<file path="src/rtl/stl_pkg.sv">
`timescale 1ns / 1ps
package stl_pkg;

  typedef enum logic [2:0] {
    MODE_BETWEEN,
    MODE_SLASH,
    MODE_LINE_CMT,
    MODE_BLOCK_CMT,
    MODE_WORD,
    MODE_QUOTE,
    MODE_HALTED
  } mode_t;

  localparam logic [2:0] EV_CHAR       = 3'd0;
  localparam logic [2:0] EV_END        = 3'd1;
  localparam logic [2:0] EV_OPEN_CMT   = 3'd2;
  localparam logic [2:0] EV_OPEN_QUOTE = 3'd3;
  localparam logic [2:0] EV_TOO_LONG   = 3'd4;

  localparam logic [7:0] CH_SPACE   = 8'h20;
  localparam logic [7:0] CH_SLASH   = 8'h2f;
  localparam logic [7:0] CH_STAR    = 8'h2a;
  localparam logic [7:0] CH_LBRACE  = 8'h7b;
  localparam logic [7:0] CH_RBRACE  = 8'h7d;
  localparam logic [7:0] CH_QUOTE   = 8'h22;
  localparam logic [7:0] CH_NEWLINE = 8'h0a;

  localparam int LINE_W = 20;
  localparam int COL_W  = 16;
  localparam logic [LINE_W-1:0] LINE_MAX = '1;
  localparam logic [COL_W-1:0]  COL_MAX  = '1;

  // up to four results per text byte
  localparam int SLOTS       = 4;
  localparam int IDX_W       = $clog2(SLOTS);
  localparam int CNT_W       = IDX_W + 1;
  localparam int QUEUE_DEPTH = 4;

  typedef struct packed {
    logic [2:0] ev;
    logic [7:0] ch;
    logic       new_pos;  // 1: position is the current byte, 0: the stored token start
  } slot_t;

  typedef struct packed {
    slot_t [SLOTS-1:0]  slots;
    logic [CNT_W-1:0]   cnt;
    logic               q;
    logic [LINE_W-1:0]  old_line;
    logic [COL_W-1:0]   old_col;
    logic [LINE_W-1:0]  cur_line;
    logic [COL_W-1:0]   cur_col;
  } bundle_t;

endpackage

</file>
<file path="src/rtl/stl_front.sv">
`timescale 1ns / 1ps
module stl_front import stl_pkg::*; #(
  parameter int TOKEN_BUFFER_BYTES = 64
) (
  input  logic       clk,
  input  logic       rst,
  input  logic       in_valid,
  output logic       in_stall,
  input  logic [7:0] byte_value,
  input  logic       last_of_text,
  input  logic       full,
  output logic       push,
  output bundle_t    bundle
);

  localparam int LEN_W = $clog2(TOKEN_BUFFER_BYTES);
  localparam logic [LEN_W-1:0] LEN_LAST = LEN_W'(TOKEN_BUFFER_BYTES - 1);

  mode_t             mode, mode_next;
  logic              star_seen, star_next;
  logic [LEN_W-1:0]  token_length, len_next;
  logic [LINE_W-1:0] line_number, line_next, start_line, start_line_next;
  logic [COL_W-1:0]  column_number, col_next, start_column, start_col_next;

  logic              marked, do_word, is_brace, accept;
  logic [CNT_W-1:0]  cnt;
  slot_t [SLOTS-1:0] slots;

  assign is_brace = (byte_value == CH_LBRACE) || (byte_value == CH_RBRACE);
  assign accept   = in_valid && !full;
  assign in_stall = full;
  assign push     = accept && (cnt != '0);

  always_comb begin
    mode_next = mode;
    star_next = star_seen;
    len_next  = token_length;
    marked    = 1'b0;
    do_word   = 1'b0;
    cnt       = '0;
    slots     = '0;

    unique case (mode)
      MODE_BETWEEN: begin
        if (byte_value > CH_SPACE) begin
          marked   = 1'b1;
          len_next = '0;
          if (byte_value == CH_SLASH) begin
            mode_next = MODE_SLASH;
          end else if (is_brace) begin
            slots[0] = '{ev: EV_CHAR, ch: byte_value, new_pos: 1'b1};
            slots[1] = '{ev: EV_END, ch: 8'h00, new_pos: 1'b1};
            cnt      = CNT_W'(2);
          end else if (byte_value == CH_QUOTE) begin
            mode_next = MODE_QUOTE;
          end else begin
            mode_next = MODE_WORD;
            do_word   = 1'b1;
          end
        end
      end
      MODE_SLASH: begin
        if (byte_value == CH_SLASH) begin
          mode_next = MODE_LINE_CMT;
        end else if (byte_value == CH_STAR) begin
          mode_next = MODE_BLOCK_CMT;
          star_next = 1'b0;
        end else begin
          // waiting slash becomes the first byte of a word
          mode_next = MODE_WORD;
          len_next  = LEN_W'(1);
          slots[0]  = '{ev: EV_CHAR, ch: CH_SLASH, new_pos: 1'b0};
          cnt       = CNT_W'(1);
          do_word   = 1'b1;
        end
      end
      MODE_LINE_CMT: begin
        if (byte_value == CH_NEWLINE) mode_next = MODE_BETWEEN;
      end
      MODE_BLOCK_CMT: begin
        if (star_seen && byte_value == CH_SLASH) begin
          mode_next = MODE_BETWEEN;
          star_next = 1'b0;
        end else begin
          star_next = (byte_value == CH_STAR);
        end
      end
      MODE_WORD: begin
        do_word = 1'b1;
      end
      MODE_QUOTE: begin
        if (byte_value == CH_QUOTE) begin
          slots[0]  = '{ev: EV_END, ch: 8'h00, new_pos: 1'b0};
          cnt       = CNT_W'(1);
          mode_next = MODE_BETWEEN;
        end else if (len_next == LEN_LAST) begin
          slots[0]  = '{ev: EV_TOO_LONG, ch: 8'h00, new_pos: 1'b0};
          cnt       = CNT_W'(1);
          mode_next = MODE_HALTED;
        end else begin
          len_next = len_next + LEN_W'(1);
          slots[0] = '{ev: EV_CHAR, ch: byte_value, new_pos: 1'b0};
          cnt      = CNT_W'(1);
        end
      end
      MODE_HALTED: begin
      end
      default: begin
      end
    endcase

    if (do_word) begin
      if (byte_value <= CH_SPACE) begin
        slots[cnt[IDX_W-1:0]] = '{ev: EV_END, ch: 8'h00, new_pos: marked};
        cnt       = cnt + CNT_W'(1);
        mode_next = MODE_BETWEEN;
      end else if (is_brace) begin
        // word ends, brace follows as its own token
        slots[cnt[IDX_W-1:0]] = '{ev: EV_END, ch: 8'h00, new_pos: marked};
        cnt       = cnt + CNT_W'(1);
        mode_next = MODE_BETWEEN;
        marked    = 1'b1;
        slots[cnt[IDX_W-1:0]] = '{ev: EV_CHAR, ch: byte_value, new_pos: 1'b1};
        cnt       = cnt + CNT_W'(1);
        slots[cnt[IDX_W-1:0]] = '{ev: EV_END, ch: 8'h00, new_pos: 1'b1};
        cnt       = cnt + CNT_W'(1);
      end else if (len_next == LEN_LAST) begin
        slots[cnt[IDX_W-1:0]] = '{ev: EV_TOO_LONG, ch: 8'h00, new_pos: marked};
        cnt       = cnt + CNT_W'(1);
        mode_next = MODE_HALTED;
      end else begin
        len_next = len_next + LEN_W'(1);
        slots[cnt[IDX_W-1:0]] = '{ev: EV_CHAR, ch: byte_value, new_pos: marked};
        cnt      = cnt + CNT_W'(1);
      end
    end

    if (last_of_text) begin
      unique case (mode_next)
        MODE_SLASH: begin
          slots[cnt[IDX_W-1:0]] = '{ev: EV_CHAR, ch: CH_SLASH, new_pos: marked};
          cnt = cnt + CNT_W'(1);
          slots[cnt[IDX_W-1:0]] = '{ev: EV_END, ch: 8'h00, new_pos: marked};
          cnt = cnt + CNT_W'(1);
        end
        MODE_WORD: begin
          slots[cnt[IDX_W-1:0]] = '{ev: EV_END, ch: 8'h00, new_pos: marked};
          cnt = cnt + CNT_W'(1);
        end
        MODE_BLOCK_CMT: begin
          slots[cnt[IDX_W-1:0]] = '{ev: EV_OPEN_CMT, ch: 8'h00, new_pos: marked};
          cnt = cnt + CNT_W'(1);
        end
        MODE_QUOTE: begin
          slots[cnt[IDX_W-1:0]] = '{ev: EV_OPEN_QUOTE, ch: 8'h00, new_pos: marked};
          cnt = cnt + CNT_W'(1);
        end
        default: begin
        end
      endcase
    end
  end

  always_comb begin
    start_line_next = marked ? line_number : start_line;
    start_col_next  = marked ? column_number : start_column;
    line_next       = line_number;
    col_next        = column_number;
    if (byte_value == CH_NEWLINE) begin
      if (line_number != LINE_MAX) line_next = line_number + LINE_W'(1);
      col_next = COL_W'(1);
    end else if (column_number != COL_MAX) begin
      col_next = column_number + COL_W'(1);
    end
  end

  always_comb begin
    bundle.slots    = slots;
    bundle.cnt      = cnt;
    bundle.q        = (mode == MODE_QUOTE) || (mode_next == MODE_QUOTE);
    bundle.old_line = start_line;
    bundle.old_col  = start_column;
    bundle.cur_line = line_number;
    bundle.cur_col  = column_number;
  end

  always_ff @(posedge clk) begin
    if (rst || (accept && last_of_text)) begin
      mode          <= MODE_BETWEEN;
      star_seen     <= 1'b0;
      token_length  <= '0;
      line_number   <= LINE_W'(1);
      column_number <= COL_W'(1);
      start_line    <= LINE_W'(1);
      start_column  <= COL_W'(1);
    end else if (accept) begin
      mode          <= mode_next;
      star_seen     <= star_next;
      token_length  <= len_next;
      line_number   <= line_next;
      column_number <= col_next;
      start_line    <= start_line_next;
      start_column  <= start_col_next;
    end
  end

endmodule

</file>
<file path="src/rtl/stl_fifo.sv">
`timescale 1ns / 1ps
module stl_fifo import stl_pkg::*; (
  input  logic    clk,
  input  logic    rst,
  input  logic    push,
  input  bundle_t wr_data,
  output logic    full,
  input  logic    pop,
  output logic    q_valid,
  output bundle_t rd_data
);

  localparam int PTR_W = $clog2(QUEUE_DEPTH);

  bundle_t          mem [QUEUE_DEPTH];
  logic [PTR_W-1:0] wptr, rptr;
  logic [PTR_W:0]   count;

  assign full    = (count == (PTR_W + 1)'(QUEUE_DEPTH));
  assign q_valid = (count != '0);
  assign rd_data = mem[rptr];

  always_ff @(posedge clk) begin
    if (push) mem[wptr] <= wr_data;
  end

  always_ff @(posedge clk) begin
    if (rst) begin
      wptr  <= '0;
      rptr  <= '0;
      count <= '0;
    end else begin
      if (push) wptr <= wptr + PTR_W'(1);
      if (pop)  rptr <= rptr + PTR_W'(1);
      unique case ({push, pop})
        2'b10:   count <= count + (PTR_W + 1)'(1);
        2'b01:   count <= count - (PTR_W + 1)'(1);
        default: count <= count;
      endcase
    end
  end

endmodule

</file>
<file path="src/rtl/stl_back.sv">
`timescale 1ns / 1ps
module stl_back import stl_pkg::*; (
  input  logic              clk,
  input  logic              rst,
  input  logic              q_valid,
  input  bundle_t           rd_data,
  output logic              pop,
  output logic              out_valid,
  input  logic              out_stall,
  output logic [2:0]        event_res,
  output logic [7:0]        char_value,
  output logic [LINE_W-1:0] token_line,
  output logic [COL_W-1:0]  token_column,
  output logic              quoted,
  output logic              last_result
);

  bundle_t          cur;
  logic             cur_valid;
  logic [IDX_W-1:0] idx;
  slot_t            s;
  logic             at_last, take;

  assign s       = cur.slots[idx];
  assign at_last = ({1'b0, idx} + CNT_W'(1)) == cur.cnt;
  assign take    = cur_valid && !out_stall;
  // next bundle loads in the same cycle its predecessor's final beat goes out
  assign pop     = q_valid && (!cur_valid || (take && at_last));

  assign out_valid    = cur_valid;
  assign event_res    = s.ev;
  assign char_value   = s.ch;
  assign token_line   = s.new_pos ? cur.cur_line : cur.old_line;
  assign token_column = s.new_pos ? cur.cur_col : cur.old_col;
  assign quoted       = cur.q;
  assign last_result  = at_last;

  always_ff @(posedge clk) begin
    if (rst) begin
      cur_valid <= 1'b0;
      idx       <= '0;
    end else if (pop) begin
      cur_valid <= 1'b1;
      idx       <= '0;
    end else if (take) begin
      if (at_last) cur_valid <= 1'b0;
      else idx <= idx + IDX_W'(1);
    end
  end

  always_ff @(posedge clk) begin
    if (pop) cur <= rd_data;
  end

endmodule

</file>
<file path="src/rtl/script_token_lexer_top.sv">
// Script token lexer: one text byte in per beat, token events out.
// Input channel: in_valid / in_stall with byte_value and last_of_text.
//   A byte is taken on a clock edge with in_valid high and in_stall low.
// Output channel: out_valid / out_stall with event_res, char_value,
//   token_line, token_column, quoted and last_result. One result per beat.
// Each byte yields zero to four results; last_result marks the final one.
// Throughput: one byte per cycle while each byte yields at most one result
//   and out_stall is low. The front lexer runs ahead through a four-entry
//   queue of per-byte results, so bytes that yield no result (whitespace,
//   comments) keep flowing while the output drains, until the queue fills.
// A byte's results pass through a queue entry, then the output register.
// When the receiver stalls, the output beat holds; once the queue fills,
//   in_stall rises.
// Reset (rst, synchronous) empties the queue and returns the lexer to line 1,
//   column 1, between tokens. A byte with last_of_text set returns the lexer
//   to that state once its results are queued; the queue is not emptied.
`timescale 1ns / 1ps
module script_token_lexer_top import stl_pkg::*; #(
  parameter int TOKEN_BUFFER_BYTES = 64
) (
  input  logic              clk,
  input  logic              rst,
  input  logic              in_valid,
  output logic              in_stall,
  input  logic [7:0]        byte_value,
  input  logic              last_of_text,
  output logic              out_valid,
  input  logic              out_stall,
  output logic [2:0]        event_res,
  output logic [7:0]        char_value,
  output logic [LINE_W-1:0] token_line,
  output logic [COL_W-1:0]  token_column,
  output logic              quoted,
  output logic              last_result
);

  logic    push, full, pop, q_valid;
  bundle_t wr_data, rd_data;

  stl_front #(
    .TOKEN_BUFFER_BYTES(TOKEN_BUFFER_BYTES)
  ) u_front (
    .clk          (clk),
    .rst          (rst),
    .in_valid     (in_valid),
    .in_stall     (in_stall),
    .byte_value   (byte_value),
    .last_of_text (last_of_text),
    .full         (full),
    .push         (push),
    .bundle       (wr_data)
  );

  stl_fifo u_fifo (
    .clk     (clk),
    .rst     (rst),
    .push    (push),
    .wr_data (wr_data),
    .full    (full),
    .pop     (pop),
    .q_valid (q_valid),
    .rd_data (rd_data)
  );

  stl_back u_back (
    .clk          (clk),
    .rst          (rst),
    .q_valid      (q_valid),
    .rd_data      (rd_data),
    .pop          (pop),
    .out_valid    (out_valid),
    .out_stall    (out_stall),
    .event_res    (event_res),
    .char_value   (char_value),
    .token_line   (token_line),
    .token_column (token_column),
    .quoted       (quoted),
    .last_result  (last_result)
  );

endmodule
</file>
<file path="config.mk">
export PLATFORM = sky130hd
export DESIGN_NAME = script_token_lexer_top
export DESIGN_NICKNAME = d
export VERILOG_FILES = /design/src/rtl/stl_pkg.sv /design/src/rtl/stl_front.sv /design/src/rtl/stl_fifo.sv /design/src/rtl/stl_back.sv /design/src/rtl/script_token_lexer_top.sv
export SDC_FILE = /design/constraint.sdc
export NUM_CORES = 1
export LEC_CHECK = 0
export ABC_AREA = 1
export BUFFER_PORTS_ARGS = -buffer_cell sky130_fd_sc_hd__buf_4
export CAP_MARGIN = 20
export CORE_MARGIN = 2
export CORE_UTILIZATION = 40
export DETAILED_ROUTE_END_ITERATION = 8
export HOLD_SLACK_MARGIN = 0.08
export PLACE_DENSITY = 0.61
export SYNTH_ARGS = -nofsm -noshare
export SYNTH_HDL_FRONTEND = slang
export SYNTH_HIERARCHICAL = 1
export SYNTH_SLANG_ARGS = --single-unit
</file>
<file path="constraint.sdc">
create_clock -name clk -period 13.8 [get_ports clk]
set_input_delay 2.76 -clock clk [delete_from_list [all_inputs] [get_ports clk]]
set_output_delay 2.76 -clock clk [all_outputs]
set_load 0.02 [all_outputs]
</file>
==> impl_metrics.py <==
metrics = {
    "outcome": {
        "status": "complete, no violations",
    },
    "floorplanning": {
        "die_x_um": 277,
        "die_height_um": 277,
        "core-area_um2": 73200,
        "start_util_pct": 40.6,
        "dieArea_um2": 76500,
        "rows": 99,
        "ioPinCount": 64,
    },
    "synth": {
        "syn_nets": 2541,
        "synth.yosys.seq_area_share_pct": 69.0,
        "synthArstFlopShare_pct": 0,
        "synth_area_leaders": "edfxtp_1, dfxtp_1, nor2_1",
        "synth-edff-count": 620,
        "avgSynthCellArea_um2": 11.9,
        "synth_top_cell_area_share_pct": 62.7,
        "postSynthCellCount": 2505,
        "netlist_area_um2": 29700,
        "synth_ff_type": "edfxtp_1",
        "ys.warnings.count": 6,
        "synth_cell_types": 64,
        "synth_top_area_cell": "edfxtp_1",
        "synth-seq-cells": 714,
    },
    "worst_setup_path": {
        "slowest_delay_ps": 850,
        "cp_cell_sequence": "buf_4 -> xor2_1 -> nand3_1 -> clkinv_1 -> nand2_1 -> ha_1 -> inv_1 -> nor2_1 -> o21ai_0 -> nand2_1 -> ha_1 -> xor2_1 -> nand4_1 -> nand3_2 -> nor2_1 -> nor2_1 -> nand2_1 -> inv_6 -> buf_4",
        "crit_slowest_cell": "buf_4",
        "setup.worst_path.end_class": "flip-flop",
        "crit_type": "in -> reg",
        "cp.arrival_ps": 8320,
        "required_ps": 14040,
        "start_kind": "input pin",
        "critPathMaxFanout": 66,
    },
    "clocking": {
        "clkTransAtPathRegs_ps": 60,
        "cts-root-buf": "clkbuf_16",
        "cts_hold_buf": 0,
        "cts_buffers": 74,
        "cts_max_level": 3,
        "cts_sinks": 714,
        "clock_insertion_delay_worst_skew_ps": 630,
        "clock_path_buffers": 3,
        "cts_tree": "built",
        "cts_resized": 0,
        "postCtsSetupRepairBufs": 0,
    },
    "finish": {
        "utilization_pct": 45.4,
        "antennaDiodeCount": 0,
        "syn_to_final_growth_pct": 11.8,
        "drive_gt1_share_pct": 11.9,
        "nNetsFinal": 2573,
    },
    "routing": {
        "via_per_inst": 5.41,
        "wl_per_cell_um": 20.7,
        "antenna_left": 0,
        "vias": 19200,
        "drtIter0Drc": 1665,
        "drc": 0,
        "finalWirelength_mm": 73.6,
        "dr.pass1.iters": 5,
    },
    "sta": {
        "finClkSkew_ps": 27.0,
        "fin_crit_sh_pct": 58.5,
        "rsz0062_at_grt": "false",
        "setup_slack_ps": 5720,
        "setup_viol": 0,
        "fin_tns_setup_ps": 0,
        "tightest_slew_ps": 1100,
        "finalHoldViolCount": 0,
        "fin_crit_ps": 8080,
        "timing.slew.headroom_pct": 26.4,
        "slew_viol_final": 0,
        "clock.fmax_mhz": 124,
    },
    "power": {
        "power.leakage_uw": 0.0117,
        "p_per_area_nw_per_um2": 212,
        "power_uw": 7050,
        "p_comb_share_pct": 27.0,
        "power.internal_uw": 4700,
        "clkPwrFrac_pct": 28.1,
        "power.switching_uw": 2350,
        "seq_power_share_pct": 44.8,
        "switching_share_pct": 33.4,
        "peakVddDrop_mv": 0.114,
    },
    "grt": {
        "antenna_found_initial": 0,
        "grt_pass1_wl_mm": 112,
        "grt_overflow": 0,
        "grt_start_max_net_pins": 150,
        "grt_pass1_vias": 18900,
        "grtUsageTotal_pct": 19.0,
    },
    "hold_path": {
        "hold_path.class": "reg -> reg",
    },
    "placed_design": {
        "port_buffers": 63,
        "gp_congestion": 0.941,
        "dp_slack_ps": 5100,
        "dp_hpwl_mm": 43.2,
    },
    "run": {
        "maxCapViolations": 0,
    },
}
## critical path, delay by kind of cell
kind	cells	cell delay, ps
buffers and inverters	5	2240
AND/OR/NAND/NOR	9	1920
adder cells (fa/ha/maj)	2	680
XOR/XNOR	2	440
AO/OA/AOI/OAI	1	150
## cell type report
cell class	count	area, um2
Fill cell	6583	40000
Sequential cell	714	20500
Multi-Input combinational cell	1474	7660
Clock buffer	108	2120
Tap cell	959	1200
Inverter	192	767
Timing Repair Buffer	81	621
Clock inverter	27	332
## flip-flops by register name, indices dropped and copies added (netlist names), named ones only
| name | flops |
|---|---|
| u_back/out_valid | 1 |
| u_back/idx | 2 |
| u_fifo/rptr | 2 |
| u_fifo/wptr | 2 |
| u_fifo/count | 3 |
| u_front/star_seen | 1 |
| u_front/line_number | 20 |
| u_front/column_number | 16 |
| u_front/start_line | 20 |
| u_back/cur | 123 |
| u_back/quoted | 1 |
| u_front/token_length | 6 |
| u_front/start_column | 16 |
| u_fifo/mem | 496 |
| u_front/mode | 3 |
## cell families (layout without fill, tap and decap cells)
logic type      after synthesis  count (layout)  share of synthesized area (%)
compound gates              683             683                           13.2
xor+xnor                      8               8                          0.236
fa+ha+maj                    23              23                          0.994
buf+inv                     317             408                           5.28
flops                       714             714                           69.0
simple gates                760             760                           11.2
## per-stage QoR
stage | hold slack (ps) | instances | cell area (um2)
final | 452 | 3555 | 33200
after global routing | 475 | 3555 | 33200
after CTS | 441 | 3554 | 33200
after detailed placement | 424 | 3419 | 30700
after global placement | 413 | 3419 | 30700
after floorplan | 412 | 2505 | 29700
## cells in the final DEF, fill, tap and decap left out, types with 6 or more instances in the layout
master and count:
o211ai_1 7, inv_6 7, o21ai_2 40, clkbuf_1 23, clkbuf_16 77, a21oi_1 86
inv_2 11, o21ai_1 118, o22ai_1 137, edfxtp_1 620, dfxtp_1 92, nor3_1 16
ha_1 22, nand2_2 9, o21ai_0 245, nand3_1 67, buf_4 80, a31oi_1 11
clkinv_1 9, clkbuf_8 8, inv_1 165, a211oi_1 7, xor2_1 6, nor2_4 10
o41ai_1 6, nand2_1 212, nand2_4 7, clkinv_2 11, nor2_1 390, nand4_1 21
nor2_2 6
## power groups by stage
stage | Clock (uW) | Sequential, uW | Combinational (uW)
3_3_place_gp | 0 | 3190 | 1900
5_1_grt | 2120 | 3210 | 2100
3_5_place_dp | 0 | 3210 | 1930
6_report | 1980 | 3160 | 1910
4_1_cts | 2030 | 3170 | 1940
2_1_floorplan | 0 | 3180 | 1350
## synthesized netlist by cell type (7+ instances only)
| library cell | count |
|---|---|
| buf_6 | 36 |
| o22ai_1 | 137 |
| clkbuf_1 | 42 |
| nand2_2 | 9 |
| a21oi_1 | 86 |
| o21ai_2 | 40 |
| buf_4 | 8 |
| o21ai_1 | 117 |
| nor3_1 | 16 |
| nand2_4 | 7 |
| buf_2 | 30 |
| inv_1 | 171 |
| nor2_4 | 9 |
| o211ai_1 | 7 |
| a31oi_1 | 11 |
| a211oi_1 | 7 |
| ha_1 | 22 |
| edfxtp_1 | 620 |
| inv_2 | 12 |
| o21ai_0 | 246 |
| dfxtp_1 | 94 |
| nand2_1 | 212 |
| nor2_1 | 390 |
| nand4_1 | 21 |
| nor2_2 | 7 |
| nand3_1 | 67 |
## metal layers
layer / GRT usage, % / vias to the layer above / share of wire [%]
li1: - / 9070 / -
met2: 32.3 / 472 / 49
met4: 7.48 / 0 / 3.5
met1: 24.7 / 9557 / 43
met3: 2.71 / 130 / 4.2
met5: 0 / - / 0
## worst paths after layout
path                                 startpoint                 end  slack (ps)  cells after the start
worst max-delay path              byte_value[1]  u_fifo/mem[1][114]        5720                     19
worst min register to register   u_fifo/rptr[1]           flip-flop         450                      1
worst max register to register  u_front/mode[0]  u_fifo/mem[1][114]        7960                     19
worst min-delay path             u_fifo/rptr[1]           flip-flop         450                      1
No activity file was read; power rests on OpenSTA's default activity.
